--- config.mk ---
export PLATFORM = sky130hd
export DESIGN_NAME = qte_cordic_cell
export DESIGN_NICKNAME = d
export VERILOG_FILES = /design/src/qte_pkg.sv /design/src/qte_cordic_cell.sv
export SDC_FILE = /design/constraint.sdc
export NUM_CORES = 1
export LEC_CHECK = 0
export ABC_AREA = 1
export ABC_CLOCK_PERIOD_IN_PS = 1900
export BUFFER_PORTS_ARGS = -buffer_cell sky130_fd_sc_hd__buf_2
export CORE_MARGIN = 3
export CORE_UTILIZATION = 50
export CTS_BUF_LIST = sky130_fd_sc_hd__clkbuf_4 sky130_fd_sc_hd__clkbuf_8
export CTS_CLUSTER_DIAMETER = 200
export DETAILED_ROUTE_END_ITERATION = 10
export HOLD_SLACK_MARGIN = 0.03
export MAX_ROUTING_LAYER = met4
export PLACE_DENSITY_LB_ADDON = 0.12
export SLEW_MARGIN = 40
export SYNTH_ARGS = -nofsm -noshare
export SYNTH_HDL_FRONTEND = slang
export SYNTH_SLANG_ARGS = --single-unit
--- constraint.sdc ---
create_clock -name clk_i -period 1.9 [get_ports clk_i]
set_input_delay 0.095 -clock clk_i [delete_from_list [all_inputs] [get_ports clk_i]]
set_output_delay 0.095 -clock clk_i [all_outputs]
set_load 0.005 [all_outputs]
--- src/qte_pkg.sv ---
// ----------------------------------------------------------------------------
// qte_pkg
// Shared types, constants and helpers for the quaternion to euler angle block.
// ----------------------------------------------------------------------------
`default_nettype none

package qte_pkg;

  localparam int QuatW    = 16;
  localparam int AngW     = 16;
  localparam int FracBits = 14;
  localparam int ProdW    = 2 * QuatW;
  localparam int SumW     = ProdW + 4;
  localparam int S30W     = 32;
  localparam int CordW    = 40;
  localparam int AccW     = 32;
  localparam int RootW    = 31;
  localparam int RadW     = 2 * RootW;
  localparam int RemW     = RootW + 3;

  typedef struct packed {
    logic signed [CordW-1:0] x;
    logic signed [CordW-1:0] y;
    logic [AccW-1:0]         ang;
    logic                    zero;
  } cordic_vec_t;

  typedef struct packed {
    logic [RadW-1:0]  rad;
    logic [RemW-1:0]  rem;
    logic [RootW-1:0] root;
  } sqrt_t;

  typedef struct packed {
    logic signed [SumW-1:0] sr;
    logic signed [SumW-1:0] cr;
    logic signed [SumW-1:0] sy;
    logic signed [SumW-1:0] cy;
    logic signed [S30W-1:0] s30;
    logic                   hi;
    logic                   lo;
  } side_t;

  typedef struct packed {
    logic hi;
    logic lo;
  } clamp_t;

  function automatic logic [AccW-1:0] atan_at(input int i);
    logic [AccW-1:0] r;
    case (i)
      0:  r = 32'h20000000;
      1:  r = 32'h12E4051E;
      2:  r = 32'h09FB385B;
      3:  r = 32'h051111D4;
      4:  r = 32'h028B0D43;
      5:  r = 32'h0145D7E1;
      6:  r = 32'h00A2F61E;
      7:  r = 32'h00517C55;
      8:  r = 32'h0028BE53;
      9:  r = 32'h00145F2F;
      10: r = 32'h000A2F98;
      11: r = 32'h000517CC;
      12: r = 32'h00028BE6;
      13: r = 32'h000145F3;
      14: r = 32'h0000A2FA;
      15: r = 32'h0000517D;
      16: r = 32'h000028BE;
      17: r = 32'h0000145F;
      18: r = 32'h00000A30;
      19: r = 32'h00000518;
      20: r = 32'h0000028C;
      21: r = 32'h00000146;
      22: r = 32'h000000A3;
      23: r = 32'h00000051;
      24: r = 32'h00000029;
      25: r = 32'h00000014;
      26: r = 32'h0000000A;
      27: r = 32'h00000005;
      28: r = 32'h00000003;
      29: r = 32'h00000001;
      30: r = 32'h00000001;
      default: r = 32'h00000000;
    endcase
    return r;
  endfunction

  // zero detect and fold into the right half plane
  function automatic cordic_vec_t prep(input logic signed [CordW-1:0] y,
                                       input logic signed [CordW-1:0] x);
    cordic_vec_t v;
    v.zero = (x == '0) && (y == '0);
    if (x[CordW-1]) begin
      v.x   = -x;
      v.y   = -y;
      v.ang = 32'h80000000;
    end else begin
      v.x   = x;
      v.y   = y;
      v.ang = '0;
    end
    return v;
  endfunction

  function automatic logic [AngW-1:0] round_ang(input cordic_vec_t v);
    logic [AngW-1:0] r;
    r = v.ang[AccW-1 -: AngW] + {{(AngW-1){1'b0}}, v.ang[AccW-AngW-1]};
    return v.zero ? '0 : r;
  endfunction

endpackage

`default_nettype wire

--- src/qte_cordic_cell.sv ---
// ----------------------------------------------------------------------------
// qte_cordic_cell
// One vectoring micro-rotation of the CORDIC chain.
// ----------------------------------------------------------------------------
`default_nettype none

module qte_cordic_cell #(
  parameter int Idx = 0
) (
  input  wire                   clk_i,
  input  wire                   en_i,
  input  qte_pkg::cordic_vec_t  in_i,
  output qte_pkg::cordic_vec_t  out_o
);

  localparam int Sh = Idx % 64;
  localparam logic [qte_pkg::AccW-1:0] Step = qte_pkg::atan_at(Idx % 32);

  qte_pkg::cordic_vec_t out_d, out_q;

  always_comb begin
    out_d.zero = in_i.zero;
    if (!in_i.y[qte_pkg::CordW-1]) begin
      out_d.x   = in_i.x + (in_i.y >>> Sh);
      out_d.y   = in_i.y - (in_i.x >>> Sh);
      out_d.ang = in_i.ang + Step;
    end else begin
      out_d.x   = in_i.x - (in_i.y >>> Sh);
      out_d.y   = in_i.y + (in_i.x >>> Sh);
      out_d.ang = in_i.ang - Step;
    end
  end

  always_ff @(posedge clk_i) begin
    if (en_i) out_q <= out_d;
  end

  assign out_o = out_q;

endmodule

`default_nettype wire

==> results.json <==
{
  "synth_nets": 2218,
  "cp-start-kind": "input pin",
  "synthArstFlopShare": 0,
  "rows": 58,
  "power_leakage_nw": 9.75,
  "synth_area_um2": 13100,
  "min_path_type": "input pin to register",
  "die-area_um2": 28100,
  "min_period_ps": 1870,
  "numPortBuffers": 227,
  "cts_buffer_depth": 2,
  "grt_pass1_vias": 15000,
  "grt_usage": 0.360,
  "fmax_mhz": 535,
  "seqCellArea_um2": 3360,
  "worst_pin_slew_ps": 482,
  "crit_family": "compound AO/OA/AOI/OAI gates",
  "pin_count": 228,
  "clock-sinks": 112,
  "worstPathRequired_ps": 2050,
  "diodes": 0,
  "die_x_um": 168,
  "drc": 0,
  "critPathSlowestCell": "ha_1",
  "antenna_found_initial": 0,
  "worstPathCellList": "buf_2 > inv_1 > ha_1 > buf_4 > a21oi_1 > o21ai_0 > a21oi_1 > o21ai_1 > nor2_1 > nand3_1 > nand3_1 > nand2_1",
  "numCtsBuffers": 9,
  "ys_ff_latch": 112,
  "synthFlopType": "edfxtp_1",
  "synth_cells": 1969,
  "path_clk_slew_ps": 130,
  "setup.worst_path.class": "input pin to register",
  "synth_warnings": 0,
  "slew_viol_final": 0,
  "post-dp-hpwl_mm": 42.2,
  "htreeDepth": 3,
  "dpl_cell_area_um2": 17500,
  "multi_input_area_um2": 8340,
  "antenna_left": 0,
  "grt_pass1_wl_mm": 77.9,
  "finalWeightedCongestion": 1.04,
  "n_fill_cell": 2180,
  "ir_drop_mv": 0.511,
  "report.final.hold_viol_count": 0,
  "fin_nets": 2851,
  "crit_arrival_ps": 2020,
  "yosysSeqAreaShare": 0.258,
  "grt_util_met2": 0.569,
  "final_common_cell": "nand2_1",
  "cts_setup_buffers": 0,
  "vias": 15500,
  "fin_area_um2": 18200,
  "synth.distinct_cells": 41,
  "initialDrtViolationCount": 1439,
  "setup_tns_ps": 0,
  "initial_core_util": 0.514,
  "worst-path-buf-inv": 3,
  "fp.dieH_um": 168,
  "clock-root-buffer": "clkbuf_8",
  "syn_to_final_growth_pct": 39.7,
  "gr-usage-met1": 0.492,
  "slew_headroom": 0.675,
  "rsz0062_at_grt": "yes",
  "wl_per_cell_um": 17.2,
  "status": "finished, final reports clean",
  "dr.pass1.iters": 5,
  "power_density_nw_per_um2": 541,
  "layout_common_cells": "nand2_1 (571), buf_4 (411), inv_1 (303), buf_2 (226), nand3_1 (165)",
  "grt.busiest_layer": "met2",
  "core_um2": 25400,
  "grt-ovfl-total": 0,
  "worst_setup_path_end_kind": "register",
  "post-route-period-util": 0.984,
  "drv_cap": 0,
  "slowest_delay_ps": 370,
  "syn_area_per_cell_um2": 6.63,
  "crit_fanout": 4,
  "synth_edf_count": 112,
  "drive_gt1_frac": 0.322,
  "routed_wl_mm": 50.6,
  "cts_tree": "done",
  "avgViaCountPerCell": 5.27,
  "largest_reg_flops": 112,
  "grt_use_met3": 0.0345,
  "grt_max_degree": 68,
  "setup_viol": 0
}
==> through the flow <==
step	hold WS [ps]	util	power (mW)	setup slack, ps	instances
finish	73.3	0.718	9.85	29.8	2937
CTS	47.1	0.708	9.66	5.27	2937
global placement	273	0.687	7.91	-433	2890
detailed placement	274	0.687	8.03	-471	2890
global route	77.7	0.718	10.4	-20.3	2937
floorplan	194	-	5.64	98.0	1969
==> where the power goes <==
part	switching, mW	internal (mW)	total [mW]
Clock	1.08	0.532	1.61
Combinational	2.87	2.16	5.04
Sequential	0.0891	3.12	3.21
==> routing by layer <==
| layer | wire length [µm] | vias to the layer above | share of wire |
|---|---|---|---|
| met3 | 4160 | 94 | 0.082 |
| met1 | 22200 | 7153 | 0.44 |
| met2 | 22700 | 700 | 0.45 |
| met4 | 1620 | 0 | 0.032 |
| met5 | 0 | - | 0 |
| li1 | - | 7542 | - |
==> cells by family (layout without fill, tap and decap cells) <==
family	after synthesis	in the layout	synth area share
compound gates	285	285	0.118
xor+xnor	31	31	0.0208
fa+ha+maj	134	134	0.131
mux	2	2	0.00153
simple gates	1029	1029	0.348
buf+inv	376	1014	0.123
flops	112	112	0.258
==> cells in the mapped netlist (15+ instances only) <==
master,n,area share
o21ai_1,15,0.0058
nand2_1,579,0.17
inv_1,304,0.087
nor2_1,142,0.041
edfxtp_1,112,0.26
nand2_2,32,0.015
xor2_1,29,0.019
ha_1,130,0.12
o21ai_0,94,0.036
nor2_2,34,0.016
a21oi_1,129,0.049
nand4_1,15,0.0072
buf_4,25,0.014
nand3_1,169,0.065
==> worst paths after layout <==
path | start | end | slack (ps) | depth (start not counted)
setup / recovery | in_i[67] | out_o[68] | 30 | 12
hold / removal | in_i[112] | out_o[112] | 70 | 3
==> repair_timing <==
item                                    CTS  global route
endpoints found under the setup margin    4            46
hold endpoints to repair                 31             0
pin swaps                                 0             3
gates resized for setup                   4            71
cloned                                    0             0
hold buffers                             31             0
==> layout make-up <==
class	count	area share
well taps	330	0.0227
flip-flops and latches	112	0.185
inverters	321	0.0663
clock inverters	6	0.00343
multi-input cells	1481	0.458
repair buffers	677	0.258
clock buffers	10	0.00721
No activity file was read; power rests on OpenSTA's default activity.
