`src/qte_pkg.sv`:
```
// ----------------------------------------------------------------------------
// qte_pkg
// Shared types, constants and helpers for the quaternion to euler angle block.
// ----------------------------------------------------------------------------
`default_nettype none

package qte_pkg;

  localparam int QuatW    = 16;
  localparam int AngW     = 16;
  localparam int FracBits = 14;
  localparam int ProdW    = 2 * QuatW;
  localparam int SumW     = ProdW + 4;
  localparam int S30W     = 32;
  localparam int CordW    = 40;
  localparam int AccW     = 32;
  localparam int RootW    = 31;
  localparam int RadW     = 2 * RootW;
  localparam int RemW     = RootW + 3;

  typedef struct packed {
    logic signed [CordW-1:0] x;
    logic signed [CordW-1:0] y;
    logic [AccW-1:0]         ang;
    logic                    zero;
  } cordic_vec_t;

  typedef struct packed {
    logic [RadW-1:0]  rad;
    logic [RemW-1:0]  rem;
    logic [RootW-1:0] root;
  } sqrt_t;

  typedef struct packed {
    logic signed [SumW-1:0] sr;
    logic signed [SumW-1:0] cr;
    logic signed [SumW-1:0] sy;
    logic signed [SumW-1:0] cy;
    logic signed [S30W-1:0] s30;
    logic                   hi;
    logic                   lo;
  } side_t;

  typedef struct packed {
    logic hi;
    logic lo;
  } clamp_t;

  function automatic logic [AccW-1:0] atan_at(input int i);
    logic [AccW-1:0] r;
    case (i)
      0:  r = 32'h20000000;
      1:  r = 32'h12E4051E;
      2:  r = 32'h09FB385B;
      3:  r = 32'h051111D4;
      4:  r = 32'h028B0D43;
      5:  r = 32'h0145D7E1;
      6:  r = 32'h00A2F61E;
      7:  r = 32'h00517C55;
      8:  r = 32'h0028BE53;
      9:  r = 32'h00145F2F;
      10: r = 32'h000A2F98;
      11: r = 32'h000517CC;
      12: r = 32'h00028BE6;
      13: r = 32'h000145F3;
      14: r = 32'h0000A2FA;
      15: r = 32'h0000517D;
      16: r = 32'h000028BE;
      17: r = 32'h0000145F;
      18: r = 32'h00000A30;
      19: r = 32'h00000518;
      20: r = 32'h0000028C;
      21: r = 32'h00000146;
      22: r = 32'h000000A3;
      23: r = 32'h00000051;
      24: r = 32'h00000029;
      25: r = 32'h00000014;
      26: r = 32'h0000000A;
      27: r = 32'h00000005;
      28: r = 32'h00000003;
      29: r = 32'h00000001;
      30: r = 32'h00000001;
      default: r = 32'h00000000;
    endcase
    return r;
  endfunction

  // zero detect and fold into the right half plane
  function automatic cordic_vec_t prep(input logic signed [CordW-1:0] y,
                                       input logic signed [CordW-1:0] x);
    cordic_vec_t v;
    v.zero = (x == '0) && (y == '0);
    if (x[CordW-1]) begin
      v.x   = -x;
      v.y   = -y;
      v.ang = 32'h80000000;
    end else begin
      v.x   = x;
      v.y   = y;
      v.ang = '0;
    end
    return v;
  endfunction

  function automatic logic [AngW-1:0] round_ang(input cordic_vec_t v);
    logic [AngW-1:0] r;
    r = v.ang[AccW-1 -: AngW] + {{(AngW-1){1'b0}}, v.ang[AccW-AngW-1]};
    return v.zero ? '0 : r;
  endfunction

endpackage

`default_nettype wire

```
`src/qte_sqrt_cell.sv`:
```
// ----------------------------------------------------------------------------
// qte_sqrt_cell
// One digit step of a pipelined floor square root, two radicand bits a beat.
// ----------------------------------------------------------------------------
`default_nettype none

module qte_sqrt_cell (
  input  wire             clk_i,
  input  wire             en_i,
  input  qte_pkg::sqrt_t  in_i,
  output qte_pkg::sqrt_t  out_o
);

  logic [qte_pkg::RemW-1:0] rem_sh;
  logic [qte_pkg::RemW-1:0] trial;
  qte_pkg::sqrt_t           out_d, out_q;

  always_comb begin
    rem_sh = {in_i.rem[qte_pkg::RemW-3:0], in_i.rad[qte_pkg::RadW-1 -: 2]};
    trial  = {1'b0, in_i.root, 2'b01};
    out_d.rad = {in_i.rad[qte_pkg::RadW-3:0], 2'b00};
    if (rem_sh >= trial) begin
      out_d.rem  = rem_sh - trial;
      out_d.root = {in_i.root[qte_pkg::RootW-2:0], 1'b1};
    end else begin
      out_d.rem  = rem_sh;
      out_d.root = {in_i.root[qte_pkg::RootW-2:0], 1'b0};
    end
  end

  always_ff @(posedge clk_i) begin
    if (en_i) out_q <= out_d;
  end

  assign out_o = out_q;

endmodule

`default_nettype wire

```
`config.mk`:
```
export PLATFORM = sky130hd
export DESIGN_NAME = qte_sqrt_cell
export DESIGN_NICKNAME = d
export VERILOG_FILES = /design/src/qte_pkg.sv /design/src/qte_sqrt_cell.sv
export SDC_FILE = /design/constraint.sdc
export NUM_CORES = 1
export LEC_CHECK = 0
export BUFFER_PORTS_ARGS = -buffer_cell sky130_fd_sc_hd__buf_2
export CAP_MARGIN = 20
export CORE_MARGIN = 3
export CORE_UTILIZATION = 30
export DETAILED_ROUTE_END_ITERATION = 12
export GPL_TIMING_DRIVEN = 0
export PLACE_DENSITY_LB_ADDON = 0.2
export SYNTH_ARGS = -nofsm -noshare
export SYNTH_HDL_FRONTEND = slang
export SYNTH_SLANG_ARGS = --single-unit
```
`constraint.sdc`:
```
create_clock -name clk_i -period 3.8 [get_ports clk_i]
set_clock_uncertainty 0.1 [all_clocks]
set_input_delay 0.95 -clock clk_i [delete_from_list [all_inputs] [get_ports clk_i]]
set_output_delay 0.95 -clock clk_i [all_outputs]
set_load 0.005 [all_outputs]
```
==> results of run 1 <==
[through the flow]
| stage | hold WS, ns | cell area, um2 | total power [W] | cells |
|---|---|---|---|---|
| global route | 0.585 | 8410 | 0.00433 | 1058 |
| CTS | 0.586 | 8410 | 0.00417 | 1058 |
| finish | 0.608 | 8410 | 0.00411 | 1058 |
| floorplan | 0.949 | 6210 | 0.00217 | 509 |
| global placement | 1.03 | 7800 | 0.00254 | 1025 |
| detailed placement | 1.03 | 7830 | 0.00254 | 1026 |
[worst paths after layout]
check,from,endpoint,cells after the start
max,in_i[0],out_o[46],12
min,in_i[88],out_o[90],1
[placed cells by master (no fill, tap or decap), types with 7 or more instances in the layout]
cell	instances
nor3_1	10
clkbuf_16	17
a21o_1	16
nand3_1	13
o21ai_0	22
buf_2	250
nand2_1	37
xor2_1	12
ha_1	33
a211oi_1	7
a21oi_1	40
nor2_1	38
inv_1	43
xnor2_1	10
edfxtp_1	125
[layout make-up]
type,count,area [um2]
fill,1958,11500
sequential,125,3750
multi-input combinational,324,2180
timing repair buffer,252,1290
clock buffer,17,425
tap,265,332
inverter,44,165
clock inverter,15,151
buffer,16,114
[synth_stat cells (all sizes together)]
| master | number |
|---|---|
| a32o | 1 |
| nand2 | 37 |
| conb | 1 |
| nand4 | 6 |
| o31a | 2 |
| mux2 | 1 |
| o221ai | 2 |
| o211a | 2 |
| clkbuf | 7 |
| nor3b | 1 |
| a2111oi | 1 |
| or3 | 6 |
| o21bai | 2 |
| ha | 33 |
| nand4b | 1 |
| o32ai | 1 |
| nor3 | 10 |
| inv | 44 |
| buf | 9 |
| o211ai | 6 |
| a21boi | 1 |
| o41ai | 1 |
| xor2 | 12 |
| edfxtp | 125 |
| a21oi | 44 |
| a21o | 16 |
| o21ai | 26 |
| and4 | 3 |
| o22ai | 1 |
| and3 | 5 |
| nor2b | 2 |
| mux2i | 2 |
| nand3b | 1 |
| a31o | 2 |
| nor2 | 40 |
| a211oi | 7 |
| xnor2 | 10 |
| a31oi | 4 |
| o21a | 4 |
| and2 | 2 |
| a221oi | 1 |
| nand3 | 13 |
| nand2b | 4 |
| o31ai | 8 |
| a41oi | 1 |
[worst max-delay path, delay by kind of cell]
| family | cells | cell delay (ns) |
|---|---|---|
| simple gates | 1 | 0.16 |
| buf+inv | 4 | 0.55 |
| fa+ha+maj | 1 | 0.35 |
| compound gates | 6 | 1.49 |
[per-layer routing]
layer | wire, um | vias to the layer above | GRT usage [%]
li1 | - | 2442 | -
met1 | 7770 | 2301 | 19.9
met2 | 8660 | 199 | 26.1
met3 | 1780 | 13 | 5.51
met4 | 165 | 2 | 4.76
met5 | 8 | - | 0
[cell families (layout without fill, tap and decap cells)]
family,Yosys count,after routing
compound gates,133,133
other cells,1,2
mux,3,3
xor+xnor,22,22
simple gates,131,131
fa+ha+maj,33,33
buf+inv,60,344
flops,125,125
[power groups by stage]
| stage | clock network [W] | logic, W | registers (W) |
|---|---|---|---|
| 6_report | 0.00161 | 0.000774 | 0.00172 |
| 5_1_grt | 0.00172 | 0.000873 | 0.00174 |
| 4_1_cts | 0.00166 | 0.000792 | 0.00172 |
| 3_5_place_dp | 0 | 0.000786 | 0.00175 |
| 3_3_place_gp | 0 | 0.000783 | 0.00175 |
| 2_1_floorplan | 0 | 0.000391 | 0.00178 |
==> impl_metrics.tcl, run 1 <==
set metrics [dict create \
    intPower_w 0.00295 \
    drcViolationCount 0 \
    n_antenna_cell 0 \
    slew_headroom_pct 60.7 \
    power_switching_share_pct 28.2 \
    grt_pass1_vias 4729 \
    drive_gt1_share_pct 39.5 \
    port_buffers 251 \
    drt_iter0_markers 217 \
    synth_area_um2 6210 \
    pwr-share-clk_pct 39.2 \
    ys_seq_area_share_pct 60.5 \
    cts_htree_levels 4 \
    core_um2 19900 \
    netlist_instances 508 \
    synth_top_family_by_area "compound AO/OA/AOI/OAI gates" \
    cts_inserted_buffers 17 \
    netlist.area_leader.share_pct 60.5 \
    cellPowerDensity_nw_per_um2 488 \
    crit_chain "buf_2 -> inv_1 -> ha_1 -> nor2b_4 -> o31a_1 -> o31ai_2 -> a21oi_2 -> o211a_4 -> o21ai_4 -> buf_6 -> buf_4 -> o21ai_0" \
    synthXorXnorAreaFrac_pct 3.10 \
    yosysWarnings 0 \
    outcome "finished, final reports clean" \
    setup_viol 0 \
    placement_rows 51 \
    cts_resized 0 \
    wirelength_mm 18.4 \
    clk_pin_slew_worst_paths_ns 0.07 \
    antenna_found_initial 1 \
    finalNetCount 942 \
    place_hpwl_mm 14.2 \
    ys_types 58 \
    root_buffer "clkbuf_16" \
    start_kind "primary input" \
    syn_avg_cell_area_um2 12.2 \
    power_frac_seq_pct 41.9 \
    wl_per_cell_um 17.4 \
    synthAdderAreaFrac_pct 6.65 \
    slowest_stage "o31ai_2" \
    post-route-util_pct 42.2 \
    critPathArrivalTime_ns 3.51 \
    synth_seq_cells 125 \
    finalSetupTns_ns 0 \
    post_synth_mux_area_share_pct 0.504 \
    critPathKind "in2reg" \
    avgViaCountPerCell 4.69 \
    p_comb_share_pct 18.8 \
    initial_core_util_pct 31.2 \
    globalRouteOverflowTotal 0 \
    synth_top_area_cell "edfxtp_1" \
    period_needed_ns 3.47 \
    post-route-period-util_pct 91.2 \
    power.switching_w 0.00116 \
    gr-usage-all-layers_pct 15.9 \
    place.gp.congestion 0.846 \
    worst_slack_ns 0.333 \
    ioPinCount 256 \
    crit_path_max_incr_delay_ns 0.36 \
    slew_violations 0 \
    cts.sinks 125 \
    post-cts-setup-buffers 0 \
    synthTopCellsByArea "edfxtp_1, ha_1, a21oi_1" \
    largest_reg_flops 125 \
    ant_nets 0 \
    cp-end-kind "register" \
    tightestPinTransition_ns 0.590 \
    p_leak_nw 3.76 \
    rsz0062_at_grt "no" \
    via_count 4957 \
    die_h_um 150 \
    hold_buffers 0 \
    first_pass_iters 4 \
    required_ns 3.85 \
    worstPathMaxFanout 10 \
    ir_drop_mv 0.282 \
    grt_pass1_wl_mm 27.0 \
    yosys.area_share.simple_pct 10.0 \
    syn_to_final_growth_pct 35.5 \
    preCtsSetupSlack_ns -0.0894 \
    min_path_type "in2reg" \
    hold_viol_final 0 \
    fmax_ghz 0.288 \
    die_width_um 150 \
    synth_compound_area_share_pct 14.7 \
    die_area_um2 22500 \
    cts_tree "built" \
    grt_max_degree 69 \
    max_cap_violations 0 \
    clk_path_buf_depth 2 \
]
(Power assumes the default switching activity.)
==> inputs of run 2 (changes only) <==
- ABC_AREA: unset -> 1
==> run 2 against run 1 <==
Net effect:
- sequential share of layout area is 4.7 points lower
- cell area rose by 12%
- first-iteration DRC count grew 56%
- sequential power about the same
- non-clock buffer count fell by 8
- wire length is 18% higher
- critical path depth stayed put
- clock power is 2% higher
- power is 2.5% higher
- maximum frequency rose by 24%
- setup slack better by 0.68 ns
- final cell count increased by 31%
- largest cell class unchanged
- highest routed layer unchanged
==> impl_metrics.tcl, run 2 <==
set metrics [dict create \
    port_buffers 251 \
    critPathArrivalTime_ns 2.87 \
    slowest_stage "o21ai_1" \
    yosysWarnings 0 \
    cts_tree "built" \
    slew_violations 0 \
    cts_inserted_buffers 17 \
    tightestPinTransition_ns 0.638 \
    min_path_type "in2reg" \
    synth_seq_cells 125 \
    worstPathMaxFanout 4 \
    core_um2 23000 \
    drcViolationCount 0 \
    die_area_um2 25600 \
    synth_edf_count 125 \
    first_pass_iters 4 \
    cts_htree_levels 4 \
    largest_reg_flops 125 \
    ant_nets 0 \
    rsz0062_at_grt "no" \
    drt_iter0_markers 339 \
    via_count 5903 \
    grt_pass1_vias 5922 \
    netlist_instances 785 \
    synthTopCellsByCount "nand2_1, inv_1, edfxtp_1" \
    hold_viol_final 0 \
    netlist.area_leader.share_pct 52.7 \
    grt_pass1_wl_mm 33.7 \
    place_hpwl_mm 17.5 \
    async_flop_share_pct 0 \
    cts_resized 0 \
    drive_gt1_share_pct 33.8 \
    syn_avg_cell_area_um2 9.08 \
    period_needed_ns 2.79 \
    fmax_ghz 0.358 \
    syn_to_final_growth_pct 31.8 \
    gr-usage-all-layers_pct 17.1 \
    globalRouteOverflowTotal 0 \
    die_width_um 160 \
    outcome "finished, final reports clean" \
    synth_top_area_cell "edfxtp_1" \
    max_cap_violations 0 \
    cellPowerDensity_nw_per_um2 448 \
    synth_area_um2 7130 \
    layout_commonest_cell "nand2_1" \
    root_buffer "clkbuf_16" \
    ys_types 36 \
    cp-end-kind "register" \
    crit_top_cell "nand2_1" \
    setup_viol 0 \
    initial_core_util_pct 31.0 \
    ir_drop_mv 0.257 \
    synthFlopType "edfxtp_1" \
    finalNetCount 1219 \
    final_cell_mix "nand2_1, buf_2, inv_1" \
    worst_slack_ns 1.01 \
    cts.sinks 125 \
    start_kind "primary input" \
    yosysMostFrequentCell "nand2_1" \
    critPathKind "in2reg" \
    preCtsSetupSlack_ns 0.542 \
    required_ns 3.88 \
    ioPinCount 256 \
    slew_headroom_pct 57.2 \
    hold_buffers 0 \
    placement_rows 55 \
    crit_path_max_incr_delay_ns 0.53 \
    avgViaCountPerCell 4.27 \
    crit_chain "buf_2 -> inv_1 -> ha_1 -> nand2_1 -> nor2_1 -> nand2_1 -> o21ai_1 -> nand2_1 -> nand2_1 -> nand2_1 -> nand3_2 -> nand2_1" \
    wirelength_mm 21.7 \
    place.gp.congestion 0.876 \
    ys_seq_area_share_pct 52.7 \
    wl_per_cell_um 15.7 \
    antenna_found_initial 4 \
    finalSetupTns_ns 0 \
    clk_pin_slew_worst_paths_ns 0.07 \
    post-cts-setup-buffers 0 \
    clk_path_buf_depth 2 \
    synthTopCellsByArea "edfxtp_1, nand2_1, inv_1" \
    post-route-period-util_pct 73.4 \
    die_h_um 160 \
    grt_max_degree 75 \
    p_leak_nw 4.73 \
]
run 2: cell count changes after synthesis, sizes merged, moves of 8 or more:
cell	delta
a21o	-15
a21oi	-17
inv	+94
nand2	+268
nand3	+19
nand3b	+11
nor2	+16
o21ai	-17
o31ai	-8
xnor2	-8
run 2: worst max-delay path, delay by kind of cell:
family,cells,cell delay [ns]
buffers and inverters,2,0.13
adders and majority gates,1,0.35
and+or+nand+nor,8,0.91
AOI/OAI and AO/OA,1,0.53
run 2: cell families after synthesis:
kind of cell	Yosys count	share of synthesized area, %
XOR/XNOR	16	1.97
AO/OA/AOI/OAI	42	3.48
buffers and inverters	146	8.73
other	1	0.0526
flip-flops	125	52.7
adder cells (fa/ha/maj)	33	5.79
AND/OR/NAND/NOR	422	27.3
run 2: area by class of cell:
cell class | count | area, um2
clock inverters | 15 | 153
inverters | 138 | 518
clock buffers | 17 | 425
fillers | 2476 | 13600
well taps | 313 | 392
multi-input cells | 515 | 2750
plain buffers | 8 | 104
diodes | 1 | 2.50
repair buffers | 252 | 1290
flip-flops and latches | 125 | 3750
run 2: final timing paths:
kind,cells after the start,from,endpoint
max,12,in_i[9],out_o[52]
min,1,in_i[86],out_o[88]
run 2: stage by stage:
| stage | util [%] | power, W | instance area [um2] | hold WS, ns | cells |
|---|---|---|---|---|---|
| 2_1_floorplan | - | 0.00222 | 7130 | 0.949 | 786 |
| 3_5_place_dp | 38.3 | 0.00260 | 8810 | 1.03 | 1351 |
| 3_3_place_gp | 38.2 | 0.00260 | 8780 | 1.03 | 1350 |
| 6_report | 40.9 | 0.00421 | 9390 | 0.606 | 1384 |
| 4_1_cts | 40.8 | 0.00429 | 9390 | 0.585 | 1383 |
| 5_1_grt | 40.9 | 0.00445 | 9390 | 0.587 | 1384 |
run 2: per-layer routing:
layer	GRT usage [%]	part of all wire [%]	vias up	wire length (um)
met5	0	0.22	-	48
met4	3.71	0.67	6	145
met3	4.85	6.8	15	1470
met2	27.9	46	201	9980
met1	22.6	46	2628	10100
li1	-	-	3053	-
run 2: power by group:
group          total, W  switching, W  leakage (nW)  internal, W
Clock           0.00165      0.000726         0.279     0.000926
Sequential      0.00171     0.0000276          1.22      0.00168
Combinational  0.000849      0.000511          3.23     0.000337
Total           0.00421       0.00126          4.73      0.00295
==> inputs of run 3 (changes only) <==
- ABC_AREA: 1 -> 0
- clock period: 3.8 -> 2.39 ns (I/O delays scaled with it)
==> run 3 against run 2 <==
Net effect:
- clock power up 65%
- setup slack worse by 1.4 ns
- the flow now finishes with violations (negative setup slack)
- sequential cell count is the same
- utilization is 5.9 points higher
- via count decreased by 12%
- global-route usage shrank 1.1 points
- clock-buffer cell count stayed put
- first-iteration DRC count shrank 27%
- power rose by 68%
==> impl_metrics.tcl, run 3 (synthesis gave the netlist of run 1 again) <==
set metrics [dict create \
    grt_pass1_vias 5042 \
    cp-end-kind "register" \
    period_needed_ns 2.73 \
    cellPowerDensity_nw_per_um2 760 \
    placement_rows 51 \
    clk_pin_slew_worst_paths_ns 0.06 \
    place.gp.congestion 0.854 \
    cts_inserted_buffers 17 \
    cts.sinks 125 \
    initial_core_util_pct 31.2 \
    drt_iter0_markers 246 \
    required_ns 2.45 \
    setup_viol 35 \
    p_comb_share_pct 22.8 \
    worstPathMaxFanout 10 \
    power_w 0.00707 \
    start_kind "primary input" \
    violations "negative setup slack" \
    met2_usage_pct 27.8 \
    via_count 5175 \
    hold_viol_final 0 \
    globalRouteOverflowTotal 0 \
    gr-usage-all-layers_pct 16.0 \
    power_frac_seq_pct 38.7 \
    power_switching_share_pct 27.5 \
    ant_nets 0 \
    hold_buffers 0 \
    cts_tree "built" \
    layout_commonest_cell "buf_2" \
    grtUsageMet3_pct 5.54 \
    grt-busiest-layer "met2" \
    critPathArrivalTime_ns 2.80 \
    crit_path_max_incr_delay_ns 0.33 \
    min_path_type "in2reg" \
    ioPinCount 256 \
    clk_path_buf_depth 2 \
    syn_to_final_growth_pct 49.9 \
    final_cell_mix "buf_2, edfxtp_1, inv_1" \
    intPower_w 0.00513 \
    hold_path_depth 1 \
    wl_per_cell_um 17.6 \
    slowest_stage "o31ai_4" \
    crit_top_cell "buf_12" \
    die_width_um 150 \
    post-route-period-util_pct 114 \
    p_leak_nw 4.01 \
    root_buffer "clkbuf_16" \
    post-route-util_pct 46.7 \
    slew_headroom_pct 66.3 \
    drive_gt1_share_pct 51.0 \
    die_area_um2 22500 \
    max_cap_violations 0 \
    ir_drop_mv 0.467 \
    rsz0062_at_grt "yes" \
    slew_violations 0 \
    grt_pass1_wl_mm 27.3 \
    worst_slack_ns -0.344 \
    place_hpwl_mm 13.9 \
    outcome "complete, but fails checks" \
    cts_htree_levels 4 \
    gr-usage-met1_pct 18.8 \
    largest_reg_flops 125 \
    crit_chain "buf_12 -> inv_12 -> ha_4 -> nor2b_4 -> o31a_1 -> o31ai_4 -> a21oi_4 -> o211a_4 -> o21ai_4 -> inv_2 -> buf_12 -> buf_12 -> nor2_1 -> a21oi_1" \
    die_h_um 150 \
    drcViolationCount 0 \
    grt_max_degree 76 \
    pwr-share-clk_pct 38.5 \
    wirelength_mm 19.0 \
    antenna_found_initial 2 \
    tightestPinTransition_ns 0.506 \
    fmax_ghz 0.366 \
    avgViaCountPerCell 4.79 \
    critPathKind "in2reg" \
    first_pass_iters 4 \
    core_um2 19900 \
    finalNetCount 965 \
    power.switching_w 0.00195 \
    port_buffers 251 \
]
[run 3: cell types whose count changed in the layout (fill, tap and decap cells not counted), sizes merged, moves of 8 or more]
cell and change:
nand2 -268, inv -96, buf +27, nand3 -19, a21oi +17, o21ai +17
nor2 -16, a21o +15, nand3b -11, o31ai +8, xnor2 +8
[run 3: timing repair]
action	CTS	global route
endpoints found under the setup margin	35	35
hold endpoints to repair	0	0
setup buffers	14	11
pin swaps	11	22
gates resized for setup	51	63
cloned	0	3
[run 3: power by group through the flow]
| stage | sequential, W | clock, W | combinational (W) |
|---|---|---|---|
| 3_5_place_dp | 0.00278 | 0 | 0.00127 |
| 4_1_cts | 0.00274 | 0.00281 | 0.00143 |
| 5_1_grt | 0.00276 | 0.00290 | 0.00177 |
| 2_1_floorplan | 0.00283 | 0 | 0.000642 |
| 3_3_place_gp | 0.00279 | 0 | 0.00126 |
| 6_report | 0.00274 | 0.00272 | 0.00161 |
[run 3: final cells by class]
type | instances | area (um2)
Inverter | 44 | 178
Buffer | 11 | 154
Antenna cell | 1 | 2.50
Fill cell | 1902 | 10600
Multi-Input combinational cell | 324 | 2690
Clock inverter | 14 | 183
Timing Repair Buffer | 280 | 1590
Clock buffer | 17 | 425
Tap cell | 265 | 332
Sequential cell | 125 | 3750
[run 3: layer usage]
metal | wire length (um) | up-vias
li1 | - | 2485
met1 | 7550 | 2468
met2 | 9430 | 199
met3 | 1740 | 21
met4 | 248 | 2
met5 | 13 | -
[run 3: worst paths after layout]
path                     start        end
worst max-delay path   in_i[0]  out_o[55]
worst min-delay path  in_i[77]  out_o[79]
[run 3: worst max-delay path: cells and delay by family]
family                   cells  cell delay [ns]
buffers and inverters        5             0.49
AO/OA/AOI/OAI                6             1.24
adder cells (fa/ha/maj)      1             0.23
AND/OR/NAND/NOR              2             0.20
[run 3: stage by stage]
stage	area [um2]	setup WS, ns	setup TNS [ns]	hold slack, ns	instances
2_1_floorplan	6270	-0.468	-13.74	0.596	509
3_3_place_gp	7860	-1.06	-146.72	0.674	1025
3_5_place_dp	7900	-1.03	-33.33	0.676	1026
4_1_cts	8850	-0.383	-10.82	0.230	1071
5_1_grt	9310	-0.435	-12.77	0.229	1081
6_report	9310	-0.344	-10.13	0.252	1081
